===== config.mk =====
export PLATFORM = sky130hd
export DESIGN_NAME = base64_strict_decoder_top
export DESIGN_NICKNAME = d
export VERILOG_FILES = /design/src/rtl/b64sd_pkg.sv /design/src/rtl/base64_strict_decoder_top.sv /design/src/rtl/b64sd_front.sv /design/src/rtl/b64sd_queue.sv /design/src/rtl/b64sd_back.sv
export SDC_FILE = /design/constraint.sdc
export NUM_CORES = 1
export LEC_CHECK = 0
export BUFFER_PORTS_ARGS = -buffer_cell sky130_fd_sc_hd__buf_2
export CAP_MARGIN = 25
export CORE_AREA = 2 2 143 145
export CTS_CLUSTER_DIAMETER = 50
export DETAILED_ROUTE_END_ITERATION = 10
export DIE_AREA = 0 0 145 147
export PLACE_DENSITY = 0.65
export SETUP_SLACK_MARGIN = 0.02
export SLEW_MARGIN = 10
export SYNTH_ARGS = -nofsm -noshare
export SYNTH_HDL_FRONTEND = slang
export SYNTH_SLANG_ARGS = --single-unit

===== constraint.sdc =====
create_clock -name clk -period 3.9 [get_ports clk]
set_clock_uncertainty 0.15 [all_clocks]
set_input_delay 0.195 -clock clk [delete_from_list [all_inputs] [get_ports clk]]
set_output_delay 0.195 -clock clk [all_outputs]
set_load 0.02 [all_outputs]

===== src/rtl/b64sd_pkg.sv =====
// Shared types, constants and the alphabet decode for the base64 decoder.
`timescale 1ns / 1ps

package b64sd_pkg;

  localparam logic [7:0] PAD_CHAR = 8'h3D;  // '='

  localparam int QUEUE_DEPTH = 4;
  localparam int QUEUE_AW    = $clog2(QUEUE_DEPTH);

  // Work for the output side: one to three bytes, or one error transaction.
  typedef struct packed {
    logic [23:0] bytes;  // first byte in [23:16]
    logic [1:0]  cnt;    // number of bytes, 1..3
    logic        err;
    logic        fin;    // last byte of the packet closes the text
  } b64sd_pkt_t;

  // Bit 6 set: character is not in the alphabet.
  function automatic logic [6:0] sextet_of(input logic [7:0] c);
    logic [6:0] r;
    r = 7'h40;
    if (c >= 8'h41 && c <= 8'h5A) r = {1'b0, 6'(c - 8'h41)};
    else if (c >= 8'h61 && c <= 8'h7A) r = {1'b0, 6'(c - 8'h61 + 8'd26)};
    else if (c >= 8'h30 && c <= 8'h39) r = {1'b0, 6'(c - 8'h30 + 8'd52)};
    else if (c == 8'h2B) r = 7'd62;
    else if (c == 8'h2F) r = 7'd63;
    return r;
  endfunction

endpackage


===== src/rtl/base64_strict_decoder_top.sv =====
// A completed group or an error passes the packet queue, pkt_r and the output register.
// Throughput: one character per cycle unless in_full; the output register drains one byte
// per cycle while popped; the four-entry queue lets intake run on while output stalls.
// Reset (rst_n low, synchronous) clears group state, the queue and the output register.
// Top level of the strict base64 decoder.
`timescale 1ns / 1ps

module base64_strict_decoder_top
  import b64sd_pkg::*;
(
  input  logic       clk,
  input  logic       rst_n,
  input  logic [7:0] in_code_char,
  input  logic       in_final_char,
  input  logic       in_push,
  output logic       in_full,
  output logic [7:0] out_data_byte,
  output logic       out_error,
  output logic       out_final_byte,
  output logic       out_empty,
  input  logic       out_pop
);

  b64sd_pkt_t  f_pkt, q_pkt;
  logic        f_push, q_pop, q_full, q_empty;

  assign in_full = q_full;

  b64sd_front u_front (
    .clk        (clk),
    .rst_n      (rst_n),
    .accept     (in_push && !q_full),
    .code_char  (in_code_char),
    .final_char (in_final_char),
    .pkt_push   (f_push),
    .pkt        (f_pkt)
  );

  b64sd_queue u_queue (
    .clk   (clk),
    .rst_n (rst_n),
    .push  (f_push),
    .wdata (f_pkt),
    .pop   (q_pop),
    .rdata (q_pkt),
    .full  (q_full),
    .empty (q_empty)
  );

  b64sd_back u_back (
    .clk        (clk),
    .rst_n      (rst_n),
    .q_data     (q_pkt),
    .q_empty    (q_empty),
    .q_pop      (q_pop),
    .data_byte  (out_data_byte),
    .error      (out_error),
    .final_byte (out_final_byte),
    .empty      (out_empty),
    .pop        (out_pop)
  );

endmodule


===== src/rtl/b64sd_front.sv =====
// Character intake: classifies characters, collects groups, flags errors.
`timescale 1ns / 1ps

module b64sd_front
  import b64sd_pkg::*;
(
  input  logic        clk,
  input  logic        rst_n,
  input  logic        accept,
  input  logic [7:0]  code_char,
  input  logic        final_char,
  output logic        pkt_push,
  output b64sd_pkt_t  pkt
);

  logic [17:0] bits_r, bits_nxt;
  logic [1:0]  pos_r, pos_nxt;
  logic [1:0]  pads_r, pads_nxt;
  logic        drop_r, drop_nxt;

  logic [6:0]  sx;
  logic        is_pad;
  logic [5:0]  v;
  logic [23:0] bits;
  logic [1:0]  pads;
  logic        err;

  always_comb begin
    sx     = sextet_of(code_char);
    is_pad = (code_char == PAD_CHAR);
    v      = is_pad ? 6'd0 : sx[5:0];
    err    = 1'b0;
    if (is_pad) begin
      if (pos_r < 2'd2) err = 1'b1;
      if (pos_r == 2'd3 && !final_char) err = 1'b1;
    end else begin
      if (sx[6]) err = 1'b1;
      if (pads_r != 2'd0) err = 1'b1;
    end
    if (final_char && pos_r != 2'd3) err = 1'b1;
    bits = {bits_r, v};
    pads = pads_r + {1'b0, is_pad};
    // leftover bits under padding must be zero
    if (pos_r == 2'd3) begin
      if (pads == 2'd1 && bits[7:0] != 8'd0) err = 1'b1;
      if (pads == 2'd2 && bits[15:0] != 16'd0) err = 1'b1;
    end

    bits_nxt = bits_r;
    pos_nxt  = pos_r;
    pads_nxt = pads_r;
    drop_nxt = drop_r;
    pkt_push = 1'b0;
    pkt      = '{bytes: bits, cnt: 2'(3 - pads), err: 1'b0, fin: final_char};

    if (accept) begin
      if (drop_r) begin
        if (final_char) begin
          drop_nxt = 1'b0;
          bits_nxt = '0;
          pos_nxt  = '0;
          pads_nxt = '0;
        end
      end else if (err) begin
        pkt_push = 1'b1;
        pkt      = '{bytes: 24'd0, cnt: 2'd1, err: 1'b1, fin: 1'b1};
        drop_nxt = !final_char;
        bits_nxt = '0;
        pos_nxt  = '0;
        pads_nxt = '0;
      end else if (pos_r == 2'd3) begin
        pkt_push = 1'b1;
        bits_nxt = '0;
        pos_nxt  = '0;
        pads_nxt = '0;
      end else begin
        bits_nxt = bits[17:0];
        pos_nxt  = pos_r + 2'd1;
        pads_nxt = pads;
      end
    end
  end

  always_ff @(posedge clk) begin
    if (!rst_n) begin
      bits_r <= '0;
      pos_r  <= '0;
      pads_r <= '0;
      drop_r <= 1'b0;
    end else begin
      bits_r <= bits_nxt;
      pos_r  <= pos_nxt;
      pads_r <= pads_nxt;
      drop_r <= drop_nxt;
    end
  end

endmodule


===== src/rtl/b64sd_queue.sv =====
// Short packet queue between the character intake and the byte output side.
`timescale 1ns / 1ps

module b64sd_queue
  import b64sd_pkg::*;
(
  input  logic        clk,
  input  logic        rst_n,
  input  logic        push,
  input  b64sd_pkt_t  wdata,
  input  logic        pop,
  output b64sd_pkt_t  rdata,
  output logic        full,
  output logic        empty
);

  b64sd_pkt_t           mem_r [QUEUE_DEPTH];
  logic [QUEUE_AW-1:0]  wptr_r, rptr_r;
  logic [QUEUE_AW:0]    cnt_r;
  logic                 do_push, do_pop;

  assign full    = (cnt_r == (QUEUE_AW+1)'(QUEUE_DEPTH));
  assign empty   = (cnt_r == '0);
  assign do_push = push && !full;
  assign do_pop  = pop && !empty;
  assign rdata   = mem_r[rptr_r];

  always_ff @(posedge clk) begin
    if (do_push) mem_r[wptr_r] <= wdata;
  end

  always_ff @(posedge clk) begin
    if (!rst_n) begin
      wptr_r <= '0;
      rptr_r <= '0;
      cnt_r  <= '0;
    end else begin
      if (do_push) wptr_r <= wptr_r + 1'b1;
      if (do_pop)  rptr_r <= rptr_r + 1'b1;
      cnt_r <= cnt_r + (QUEUE_AW+1)'(do_push) - (QUEUE_AW+1)'(do_pop);
    end
  end

endmodule


===== src/rtl/b64sd_back.sv =====
// Byte output side: unpacks queued packets into one byte per transaction.
`timescale 1ns / 1ps

module b64sd_back
  import b64sd_pkg::*;
(
  input  logic        clk,
  input  logic        rst_n,
  input  b64sd_pkt_t  q_data,
  input  logic        q_empty,
  output logic        q_pop,
  output logic [7:0]  data_byte,
  output logic        error,
  output logic        final_byte,
  output logic        empty,
  input  logic        pop
);

  b64sd_pkt_t  pkt_r;
  logic        pkt_vld_r;
  logic [1:0]  idx_r;
  logic        out_vld_r;
  logic [7:0]  out_byte_r;
  logic        out_err_r, out_fin_r;

  logic        can_load, emit, last, take;
  logic [7:0]  sel_byte;

  always_comb begin
    can_load = !out_vld_r || pop;
    emit     = pkt_vld_r && can_load;
    last     = (idx_r + 2'd1) == pkt_r.cnt;
    take     = !pkt_vld_r || (emit && last);
    q_pop    = take && !q_empty;
    case (idx_r)
      2'd0:    sel_byte = pkt_r.bytes[23:16];
      2'd1:    sel_byte = pkt_r.bytes[15:8];
      default: sel_byte = pkt_r.bytes[7:0];
    endcase
  end

  always_ff @(posedge clk) begin
    if (!rst_n) begin
      pkt_vld_r <= 1'b0;
      idx_r     <= '0;
      out_vld_r <= 1'b0;
    end else begin
      // advance within the packet, or fetch the next one
      if (take) begin
        pkt_vld_r <= !q_empty;
        idx_r     <= '0;
      end else if (emit) begin
        idx_r <= idx_r + 2'd1;
      end
      if (emit)     out_vld_r <= 1'b1;
      else if (pop) out_vld_r <= 1'b0;
    end
  end

  always_ff @(posedge clk) begin
    if (q_pop) pkt_r <= q_data;
    if (emit) begin
      out_byte_r <= sel_byte;
      out_err_r  <= pkt_r.err;
      out_fin_r  <= pkt_r.fin && last;
    end
  end

  assign data_byte  = out_byte_r;
  assign error      = out_err_r;
  assign final_byte = out_fin_r;
  assign empty      = !out_vld_r;

endmodule

* Yosys cells after proc, flatten, opt, wreduce, memory -nomap -nowiden
Memory sizes are Yosys's and may differ from the RTL's. A register that Yosys moved wholly into a read port is not among the register bits.
Cells that the tools add are included.
** Word-level totals
- Flip-flop bits (word level) :: 44
- RAM bits :: 112
- Input bits :: 13
- Output and inout port bits :: 12
- Word-level logic and storage cells :: 116
- Memories :: 1
** Operators by class
- Add/subtract/negate cells :: 13
- Magnitude comparators :: 7
- Equality and inequality tests :: 11
- Multiplexer cells :: 41
- Bitwise gates (word level) :: 1
- Reductions and logical operators :: 29
** Memories
- u_queue.mem_r :: words 4, bits a word 28, read ports 1, clocked after memory_dff 1, wr ports 1, line b64sd_queue.sv:17 : b64sd_pkt_t mem_r [QUEUE_DEPTH];
** Operators with widths (number)
- $mux 28 :: 3
- $mux 18 :: 4
- $mux 7 :: 5
- $eq 8x6->1 const B :: 3
- $mux 1 :: 20
- $ge 8x7->1 const B :: 2
- $le 8x7->1 const B :: 2
- $pmux 8 s2 :: 1
- $reduce_bool 16->1 :: 1
- $logic_and 1x1->1 :: 14
- $mux 2 :: 7
- $sub 6x6->6 const B :: 2
- $add 2x1->2 const B :: 4
- $ge 8x6->1 const B :: 1
- $le 8x6->1 const B :: 1
- $reduce_bool 8->1 :: 1
- $add 6x5->6 const B :: 1
- $add 6x6->6 const B :: 1
- $mux 6 :: 1
- $sub 6x1->6 const B :: 1
- $logic_not 1->1 :: 5
- $eq 2x1->1 const B :: 2
- $eq 2x2->1 const B :: 2
- $ne 2x2->1 const B :: 2
- other kinds (14) :: 16

* Logic depth before layout (Yosys ltp)
Gate-level depths: netlist of run 1.
- Depth in word-level cells :: 19
- Mapped depth :: 13
- Depth with buffers taken out :: 12

* Modules after synthesis
From an unflattened synthesis of run 1, not the netlist that was laid out.
** Unflattened totals
- Cells, all modules :: 543
- Area total of the unflattened synthesis :: 8001.4 sq um
** Modules (own cells, without submodules)
- b64sd_queue :: times used 1, cells each 197, area each 4575.6 sq um
- b64sd_front :: times used 1, cells each 255, area each 1901.8 sq um
- b64sd_back :: times used 1, cells each 90, area each 1510.2 sq um
- base64_strict_decoder_top :: times used 1, cells each 1, area each 13.8 sq um

* Worst setup path before layout of run 1
No wires, ideal clock.
- Path type :: flip-flop to flip-flop
- Start :: register u_back.idx_r[0]
- End :: register u_queue.cnt_r[1]
- Setup time :: 0.115 ns
- Arrival time :: 3.871 ns
- Required time :: 3.635 ns
- Slack :: -0.236 ns
- Cell stages (with the launch flop) :: 12
- Buffers on the path :: 0
- Path through :: dfxtp_1 inv_1 ha_1 xor2_1 nor2_1 nand2_1 a21oi_1 ha_1 inv_1 ha_1 fa_1 and2_1
** On the way
- Longest elaborated chain between the ends :: 7
** Ends and longest elaborated chain
- start: declaration :: line b64sd_back.sv:21 : logic [1:0] idx_r;
- start signal: assignment :: line b64sd_back.sv:53 : idx_r <= idx_r + 2'd1;
- $add 2x1->2 :: line b64sd_back.sv:32 : last = (idx_r + 2'd1) == pkt_r.cnt;
- $eq 2x2->1 :: line b64sd_back.sv:32
- $logic_and 1x1->1 :: line b64sd_back.sv:33 : take = !pkt_vld_r || (emit && last);
- $logic_or 1x1->1 :: line b64sd_back.sv:33
- $logic_and 1x1->1 :: line b64sd_back.sv:34 : q_pop = take && !q_empty;
- via q_pop :: line base64_strict_decoder_top.sv:25 : logic f_push, q_pop, q_full, q_empty;
- $logic_and 1x1->1 :: line b64sd_queue.sv:25 : assign do_pop = pop && !empty;
- $sub 3x1->3 :: line b64sd_queue.sv:40 : cnt_r <= cnt_r + (QUEUE_AW+1)'(do_push) - (QUEUE_AW+1)'(do_pop);
- end signal: assignment :: line b64sd_queue.sv:40
- end: declaration :: line b64sd_queue.sv:19 : logic [QUEUE_AW:0] cnt_r;
The timed path passes the listed nets, and every way through them passes these cells.
A chain may end at the register's enable or synchronous reset.

==> results.sh, run 1 <==
export IMPL_clock_latency_ns=0.43
export IMPL_dp_hpwl_um=9390
export IMPL_root_buffer="clkbuf_16"
export IMPL_drc=0
export IMPL_dp_slack_ns=0.178
export IMPL_dr_total_vias=4352
export IMPL_yosysMostFrequentCell="edfxtp_1"
export IMPL_worst_pin_slew_ns=0.862
export IMPL_syn_inst=511
export IMPL_grt_pass1_vias=4577
export IMPL_cts_path_max_buffers=2
export IMPL_die_h_um=147
export IMPL_ys_top_cells_by_count="edfxtp_1, nor2_1, dfxtp_1, nand2_1, and2_1"
export IMPL_clkSlewWorstSetupHoldPaths_ns=0.06
export IMPL_power_frac_comb_pct=19.8
export IMPL_synth_edff_count=150
export IMPL_fmax_mhz=305
export IMPL_yosysSeqAreaShare_pct=66.9
export IMPL_first_pass_iters=5
export IMPL_synth_cell_types=63
export IMPL_p_seq_share_pct=50.8
export IMPL_yosysTopAreaCellShare_pct=58.1
export IMPL_cts_sinks=184
export IMPL_n_antenna_cell=0
export IMPL_worstSetupPathType="in -> reg"
export IMPL_routed_wl_um=14500
export IMPL_ys_warn_count=0
export IMPL_startpoint_type="input pin"
export IMPL_cts_tree="done"
export IMPL_ys_seq_elements=184
export IMPL_h_tree_depth=4
export IMPL_dp_cells=796
export IMPL_powerDensity_nw_per_um2=632
export IMPL_grt_overflow_total=0
export IMPL_io_pin_count=25
export IMPL_p_int_mw=4.01
export IMPL_synth_area_top_cells="edfxtp_1, dfxtp_1, mux4_2"
export IMPL_ys_dominant_reg_cell="edfxtp_1"
export IMPL_tns_ns=0
export IMPL_rows=52
export IMPL_max_cap_violations=0
export IMPL_setup_viol=0
export IMPL_hold_violations=0
export IMPL_area_growth_pct=13.2
export IMPL_crit_fanout=27
export IMPL_layout_nets=580
export IMPL_placed_area_um2=8180
export IMPL_p_sw_mw=1.52
export IMPL_wl_per_cell_um=17.5
export IMPL_ant_nets=0
export IMPL_instances_no_fill=830
export IMPL_drt_vias_per_instance=5.24
export IMPL_slew_headroom_pct=42.6
export IMPL_antenna_found_initial=0
export IMPL_hp_class="in -> reg"
export IMPL_drt_iter0_drc=350
export IMPL_netlist_area_um2=7750
export IMPL_irDropWorstVdd_v=0.000275
export IMPL_syn_num_nets=544
export IMPL_min_period_ns=3.28
export IMPL_status="complete, no violations"
export IMPL_finalCritPeriodShare_pct=84.1
export IMPL_ctsResizeCount=0
export IMPL_sw_frac_of_total_pct=27.5
export IMPL_finalHoldWorstSlack_ns=0.0551
export IMPL_core_um2=19800
export IMPL_drive_gt1_share_pct=18.9
export IMPL_cts_buffers=17
export IMPL_grt_setup_unrepaired="false"
export IMPL_cp_data_arrival_time_ns=3.38
export IMPL_post_route_util_pct=44.2
export IMPL_leakage_nw=2.95
export IMPL_design_area_um2=8770
export IMPL_setup_ws_ns=0.618
export IMPL_start_util_pct=39.0
export IMPL_slew_viol_final=0
export IMPL_clockPowerShare_pct=29.4
export IMPL_gp_congestion=0.903
export IMPL_synth_top_cell_by_area="edfxtp_1"
export IMPL_dieArea_um2=21300
export IMPL_portBuffers=24
export IMPL_worstPathRequired_ns=4.00
export IMPL_grtUsageTotal_pct=14.5
export IMPL_grt_pass1_wl_um=23900
export IMPL_syn_area_per_cell_um2=15.2
export IMPL_die_width_um=145
export IMPL_async_flop_share_pct=0
export IMPL_end_kind="flop"
export IMPL_grt_max_degree=31
export IMPL_total_power_mw=5.54
-- worst paths after layout --
path                                 startpoint             endpoint  slack [ns]  cells after the start
worst max-delay path            in_code_char[2]  u_queue.mem_r[1][7]        0.62                     13
worst min-delay path              in_final_char  u_queue.mem_r[3][0]        0.06                      3
worst max register to register  u_back.idx_r[0]     u_queue.cnt_r[1]        1.12                     11
worst min register to register  u_back.pkt_r[1]         u_back.error        0.28                      0
-- power groups by stage --
stage	logic, mW	registers [mW]	clock network (mW)
floorplan	0.810	2.79	0
global placement	1.09	2.84	0
detailed placement	1.11	2.86	0
CTS	1.12	2.82	1.66
global route	1.22	2.86	1.74
finish	1.10	2.81	1.63
-- state kept, by name, indices dropped and copies added (netlist names) --
| name | cells |
|---|---|
| u_back.pkt_vld_r | 1 |
| u_queue.mem_r | 112 |
| u_back.final_byte | 1 |
| u_back.idx_r | 2 |
| u_queue.rptr_r | 2 |
| u_queue.cnt_r | 3 |
| u_front.pos_r | 2 |
| u_back.out_vld_r | 1 |
| u_front.bits_r | 18 |
| u_front.pads_r | 2 |
| u_back.data_byte | 8 |
| u_back.error | 1 |
| u_back.pkt_r | 28 |
| u_front.drop_r | 1 |
| u_queue.wptr_r | 2 |
-- final cells by class --
class	instances	area, um2
fill	1729	11100
sequential	184	5190
multi-input combinational	282	2360
clock inverter	10	95.1
inverter	26	97.6
clock buffer	22	475
tap	270	338
timing repair buffer	36	215
-- placed cells by master (no fill, tap or decap), types with 2 or more instances in the layout --
cell,instances
and2b_1,2
nand2_1,34
dlygate4sd3_1,2
clkbuf_1,3
a311oi_1,2
mux4_2,28
a21oi_1,6
inv_1,25
a22oi_1,25
a21o_1,2
buf_4,10
dfxtp_1,32
edfxtp_1,150
nor4b_1,2
and2_1,31
o311ai_1,2
buf_2,24
a221oi_1,2
xor2_1,5
ha_1,19
nand2b_1,2
nand3_1,9
clkinv_2,2
clkinvlp_4,5
nor2_1,38
nand4_1,2
and3_1,2
nor2b_1,2
or3_1,3
nor4_1,7
o21ai_0,7
clkbuf_16,18
xnor2_1,12
dfxtp_2,2
o211ai_1,2
nor3_1,7
-- logic make-up (layout without fill, tap and decap cells) --
group | Yosys count | after routing | synth area share, %
AOI/OAI and AO/OA | 68 | 68 | 7.06
xor gates and xnor gates | 17 | 17 | 1.92
adders and majority gates | 20 | 20 | 3.33
buffers and inverters | 45 | 94 | 2.76
DFF | 184 | 184 | 66.9
muxes | 29 | 29 | 8.27
and+or+nand+nor | 148 | 148 | 9.72
-- per-layer routing --
layer | wire length (um) | GRT usage, %
met1 | 6330 | 17.5
met2 | 7330 | 25.0
met3 | 596 | 3.20
met4 | 264 | 6.98
met5 | 0 | 0
-- timing repair --
action,CTS,global route
hold buffers,2,0
endpoints found under the hold margin,7,0
setup endpoints to repair,0,0
buffers inserted,0,0
-- worst max-delay path: stages --
cell and delay [ns]:
buf_2 0.16, inv_1 0.16, ha_1 0.26, a21o_1 0.18, o211a_1 0.27, nor4_1 0.10
a2111oi_1 0.53, o21ai_1 0.17, o41ai_1 0.43, o221ai_2 0.22, o21ai_4 0.17, buf_4 0.28
nor2b_1 0.26
(Power assumes the default switching activity.)
==> run 2, diff against run 1 <==
--- a/config.mk
+++ b/config.mk
@@ -11,7 +11,7 @@
 export CTS_CLUSTER_DIAMETER = 50
 export DETAILED_ROUTE_END_ITERATION = 10
 export DIE_AREA = 0 0 145 147
-export PLACE_DENSITY = 0.65
+export PLACE_DENSITY = 0.63
 export SETUP_SLACK_MARGIN = 0.02
 export SLEW_MARGIN = 10
 export SYNTH_ARGS = -nofsm -noshare
==> constraint.sdc (replaced) <==
create_clock -name clk -period 3.3 [get_ports clk]
set_clock_uncertainty 0.15 [all_clocks]
set_input_delay 0.165 -clock clk [delete_from_list [all_inputs] [get_ports clk]]
set_output_delay 0.165 -clock clk [all_outputs]
set_load 0.02 [all_outputs]
==> results.sh, run 2 (synthesized netlist as in run 1, its figures left out) <==
export IMPL_grt_overflow_total=0
export IMPL_powerDensity_nw_per_um2=726
export IMPL_cpLargestDelayFamily="compound AO/OA/AOI/OAI gates"
export IMPL_area_growth_pct=15.7
export IMPL_antenna_found_initial=0
export IMPL_root_buffer="clkbuf_16"
export IMPL_startpoint_type="input pin"
export IMPL_ant_nets=0
export IMPL_h_tree_depth=4
export IMPL_slew_headroom_pct=45.7
export IMPL_cts_buffers=17
export IMPL_top_register="u_queue.mem_r"
export IMPL_slew_viol_final=0
export IMPL_start_util_pct=39.0
export IMPL_crit_fanout=27
export IMPL_status="complete, no violations"
export IMPL_worstPathRequired_ns=3.38
export IMPL_dieArea_um2=21300
export IMPL_n_antenna_cell=0
export IMPL_layout_nets=600
export IMPL_layout_common_cells="edfxtp_1, nor2_1, nand2_1, dfxtp_1, and2_1"
export IMPL_grt_pass1_vias=4528
export IMPL_holdCritStartpoint="in_final_char"
export IMPL_drive_gt1_share_pct=21.4
export IMPL_timing_rr_end="u_queue.cnt_r[1]"
export IMPL_largest_reg_flops=112
export IMPL_end_kind="flop"
export IMPL_fmax_mhz=327
export IMPL_finalCritPeriodShare_pct=92.5
export IMPL_rows=52
export IMPL_clockPowerShare_pct=28.4
export IMPL_cts_sinks=184
export IMPL_portBuffers=24
export IMPL_io_pin_count=25
export IMPL_hp_class="in -> reg"
export IMPL_clock_latency_ns=0.42
export IMPL_reg2regPathDepth=11
export IMPL_clkSlewWorstSetupHoldPaths_ns=0.06
export IMPL_dp_slack_ns=-0.143
export IMPL_sw_frac_of_total_pct=27.5
export IMPL_core_um2=19800
export IMPL_placed_area_um2=8400
export IMPL_grt_max_degree=31
export IMPL_first_pass_iters=4
export IMPL_gp_congestion=0.865
export IMPL_drt_iter0_drc=362
export IMPL_cts_tree="done"
export IMPL_dp_hpwl_um=9530
export IMPL_leakage_nw=3.05
export IMPL_r2r_start="u_back.idx_r[0]"
export IMPL_die_h_um=147
export IMPL_setup_ws_ns=0.246
export IMPL_routed_wl_um=14700
export IMPL_largestRegisters="u_queue.mem_r x112, u_back.pkt_r x28, u_front.bits_r x18"
export IMPL_grtUsageTotal_pct=14.6
export IMPL_holdPathEnd="u_front.drop_r"
export IMPL_holdPathStages=3
export IMPL_wl_per_cell_um=17.3
export IMPL_worst_pin_slew_ns=0.814
export IMPL_cts_path_max_buffers=2
export IMPL_final_common_cell="edfxtp_1"
export IMPL_p_int_mw=4.72
export IMPL_design_area_um2=8960
export IMPL_ff2ff_setup_slack_ns=0.56
export IMPL_crit_chain="buf_2, inv_1, ha_1, a21o_1, o211a_1, nor4_1, a2111oi_1, buf_4, o21ai_1, o41ai_1, o221ai_2, o21ai_4, buf_12, nor2b_1"
export IMPL_p_seq_share_pct=49.8
export IMPL_power_frac_comb_pct=21.8
export IMPL_grt_pass1_wl_um=24200
export IMPL_drc=0
export IMPL_die_width_um=145
export IMPL_p_sw_mw=1.79
export IMPL_hold_violations=0
export IMPL_cp_slowest_cell="o41ai_1"
export IMPL_cpPeakStageDelay_ns=0.46
export IMPL_dr_total_vias=4316
export IMPL_irDropWorstVdd_v=0.000308
export IMPL_grt_setup_unrepaired="false"
export IMPL_max_cap_violations=0
export IMPL_path_buf_inv=4
export IMPL_drt_vias_per_instance=5.08
export IMPL_cp_data_arrival_time_ns=3.14
export IMPL_setup_viol=0
export IMPL_worstSetupPathType="in -> reg"
export IMPL_min_period_ns=3.05
==> run 2: cell types whose count changed in the layout (fill, tap and decap cells not counted) <==
cell,delta
dfxtp_1,+1
clkinvlp_4,-1
clkinv_2,+1
clkbuf_1,+1
buf_12,+6
clkinv_4,+1
clkbuf_16,-1
dfxtp_2,-1
clkbuf_8,-1
buf_4,+14
==> run 2: layout make-up <==
| type | instances | area, um2 |
|---|---|---|
| inverter | 26 | 97.6 |
| tap | 270 | 338 |
| fill | 1758 | 10900 |
| timing repair buffer | 56 | 440 |
| sequential | 184 | 5190 |
| multi-input combinational | 282 | 2360 |
| clock inverter | 11 | 101 |
| clock buffer | 21 | 440 |
==> run 2: worst max path at each step <==
stage / startpoint / end / slack (ns) / cells after the start
finish: in_code_char[2] / u_queue.mem_r[2][7] / 0.25 / 14
detailed placement: in_code_char[0] / u_queue.mem_r[2][7] / -0.14 / 14
floorplan: in_code_char[2] / u_queue.cnt_r[2] / 0.11 / 12
global placement: in_code_char[0] / u_queue.mem_r[0][7] / -0.10 / 14
CTS: in_code_char[0] / u_queue.mem_r[1][7] / 0.28 / 14
global route: in_code_char[0] / u_queue.mem_r[1][7] / 0.04 / 14
==> run 2: per-layer routing <==
metal | global-route usage, % | part of all wire (%)
met3 | 2.76 | 2.9
met1 | 18.3 | 44
met4 | 5.00 | 1.2
met2 | 25.6 | 51
met5 | 0 | 0
==> run 2: what timing repair did <==
action / CTS / global route
hold endpoints to repair: 7 / 0
setup buffers: 0 / 0
resized for setup: 0 / 0
hold buffers: 2 / 0
==> run 2: worst reg2reg max path, cell delays in order (launching register included) <==
cell and delay, ns:
dfxtp_1 0.38, inv_1 0.09, ha_1 0.33, xor2_1 0.17, nor2_1 0.13, nand2_1 0.13
a21oi_4 0.20, ha_1 0.24, inv_1 0.06, ha_1 0.16, fa_1 0.42, and2_1 0.16
==> run 2: power groups by stage <==
stage	Sequential (mW)	Combinational (mW)	Clock (mW)
6_report	3.24	1.42	1.85
5_1_grt	3.28	1.58	1.98
4_1_cts	3.25	1.46	1.89
3_5_place_dp	3.30	1.46	0
3_3_place_gp	3.28	1.43	0
2_1_floorplan	3.30	0.968	0
==> run 2: metrics by stage <==
stage	total power [mW]	instances	TNS (ns)	util [%]	hold WS, ns
after floorplan	4.26	511	0	-	0.137
after global placement	4.71	816	-5.60	42.3	0.261
after detailed placement	4.75	816	-6.98	42.3	0.262
after CTS	6.60	850	0	45.2	0.0179
after global routing	6.84	850	0	45.2	0.0403
final	6.51	850	0	45.2	0.0423
==> run 3, diff against run 2 <==
--- a/config.mk
+++ b/config.mk
@@ -11,6 +11,7 @@
 export CTS_CLUSTER_DIAMETER = 50
 export DETAILED_ROUTE_END_ITERATION = 10
 export DIE_AREA = 0 0 145 147
+export HOLD_SLACK_MARGIN = 0.12
 export PLACE_DENSITY = 0.63
 export SETUP_SLACK_MARGIN = 0.02
 export SLEW_MARGIN = 10
==> results.sh, run 3 (synthesized netlist as in run 1, its figures left out) <==
export IMPL_routed_wl_um=14700
export IMPL_status="complete, no violations"
export IMPL_portBuffers=24
export IMPL_grt_setup_unrepaired="false"
export IMPL_startpoint_type="input pin"
export IMPL_io_pin_count=25
export IMPL_min_period_ns=3.05
export IMPL_ant_nets=0
export IMPL_powerDensity_nw_per_um2=725
export IMPL_top_register="u_queue.mem_r"
export IMPL_ctsHoldBuffers=4
export IMPL_setup_viol=0
export IMPL_drive_gt1_share_pct=21.3
export IMPL_clkSlewWorstSetupHoldPaths_ns=0.06
export IMPL_antenna_found_initial=0
export IMPL_grt_pass1_wl_um=24200
export IMPL_slew_viol_final=0
export IMPL_total_power_mw=6.51
export IMPL_h_tree_depth=4
export IMPL_root_buffer="clkbuf_16"
export IMPL_first_pass_iters=5
export IMPL_instances_no_fill=852
export IMPL_worstSetupPathType="in -> reg"
export IMPL_crit_fanout=27
export IMPL_final_common_cell="edfxtp_1"
export IMPL_cts_sinks=184
export IMPL_post_route_util_pct=45.3
export IMPL_layout_common_cells="edfxtp_1, nor2_1, nand2_1, dfxtp_1, and2_1"
export IMPL_n_antenna_cell=0
export IMPL_area_growth_pct=16.0
export IMPL_clock_latency_ns=0.42
export IMPL_dieArea_um2=21300
export IMPL_leakage_nw=3.06
export IMPL_finalCritPeriodShare_pct=92.3
export IMPL_dp_hpwl_um=9530
export IMPL_irDropWorstVdd_v=0.000309
export IMPL_worstPathRequired_ns=3.38
export IMPL_cts_tree="done"
export IMPL_dr_total_vias=4331
export IMPL_hp_class="reg -> reg"
export IMPL_die_width_um=145
export IMPL_slew_headroom_pct=49.0
export IMPL_drc=0
export IMPL_largest_reg_flops=112
export IMPL_cts_path_max_buffers=2
export IMPL_ctsResizeCount=0
export IMPL_core_um2=19800
export IMPL_gp_congestion=0.865
export IMPL_holdPathStages=0
export IMPL_reg2regPathDepth=11
export IMPL_drt_vias_per_instance=5.08
export IMPL_grt_pass1_vias=4535
export IMPL_dp_cells=816
export IMPL_end_kind="flop"
export IMPL_die_h_um=147
export IMPL_fmax_mhz=328
export IMPL_worst_pin_slew_ns=0.766
export IMPL_max_cap_violations=0
export IMPL_layout_nets=602
export IMPL_grt_overflow_total=0
export IMPL_cts_buffers=17
export IMPL_post_cts_buffers=0
export IMPL_grt_max_degree=31
export IMPL_hold_violations=0
export IMPL_largestRegisters="u_queue.mem_r x112, u_back.pkt_r x28, u_front.bits_r x18"
export IMPL_start_util_pct=39.0
export IMPL_fillers=1755
export IMPL_grtUsageTotal_pct=14.6
export IMPL_wl_per_cell_um=17.2
export IMPL_rows=52
export IMPL_cp_data_arrival_time_ns=3.13
export IMPL_drt_iter0_drc=354
## run 3: worst paths after layout
path	from	endpoint	slack [ns]
max	in_code_char[2]	u_queue.mem_r[2][7]	0.25
max reg2reg	u_back.idx_r[0]	u_queue.cnt_r[1]	0.56
min reg2reg	u_back.pkt_r[1]	u_back.error	0.27
min	u_back.pkt_r[1]	u_back.error	0.27
## run 3: per-stage QoR
stage | setup WS (ns) | cell area, um2 | setup TNS, ns | hold slack (ns)
after floorplan | 0.108 | 7760 | 0 | 0.137
after global placement | -0.103 | 8400 | -5.60 | 0.261
after detailed placement | -0.143 | 8400 | -6.98 | 0.262
after CTS | 0.284 | 8980 | 0 | 0.277
after global routing | 0.0397 | 8980 | 0 | 0.291
final | 0.253 | 8980 | 0 | 0.273
## run 3: report_power, final
group	total (mW)	internal [mW]	switching (mW)
clock network	1.85	1.04	0.809
logic	1.42	0.597	0.823
registers	3.24	3.09	0.155
## run 3: cell type report
class | instances | area, um2 | share of cell area, %
clock buffer | 21 | 440 | 4.90
clock inverter | 11 | 101 | 1.13
inverter | 26 | 97.6 | 1.09
multi-input combinational | 282 | 2360 | 26.3
sequential | 184 | 5190 | 57.7
tap | 270 | 338 | 3.76
timing repair buffer | 58 | 460 | 5.13
## run 3: metal layers
layer,share of wire (%),global-route usage [%]
met4,1.2,5.00
met3,3.0,2.76
met2,51,25.7
met5,0,0
met1,44,18.3
## run 3: worst max-delay path: stages
cell	delay [ns]
buf_2	0.11
inv_1	0.09
ha_1	0.25
a21o_1	0.18
o211a_1	0.28
nor4_1	0.09
a2111oi_1	0.43
buf_4	0.19
o21ai_1	0.08
o41ai_1	0.46
o221ai_2	0.19
o21ai_4	0.17
buf_12	0.18
nor2b_1	0.25
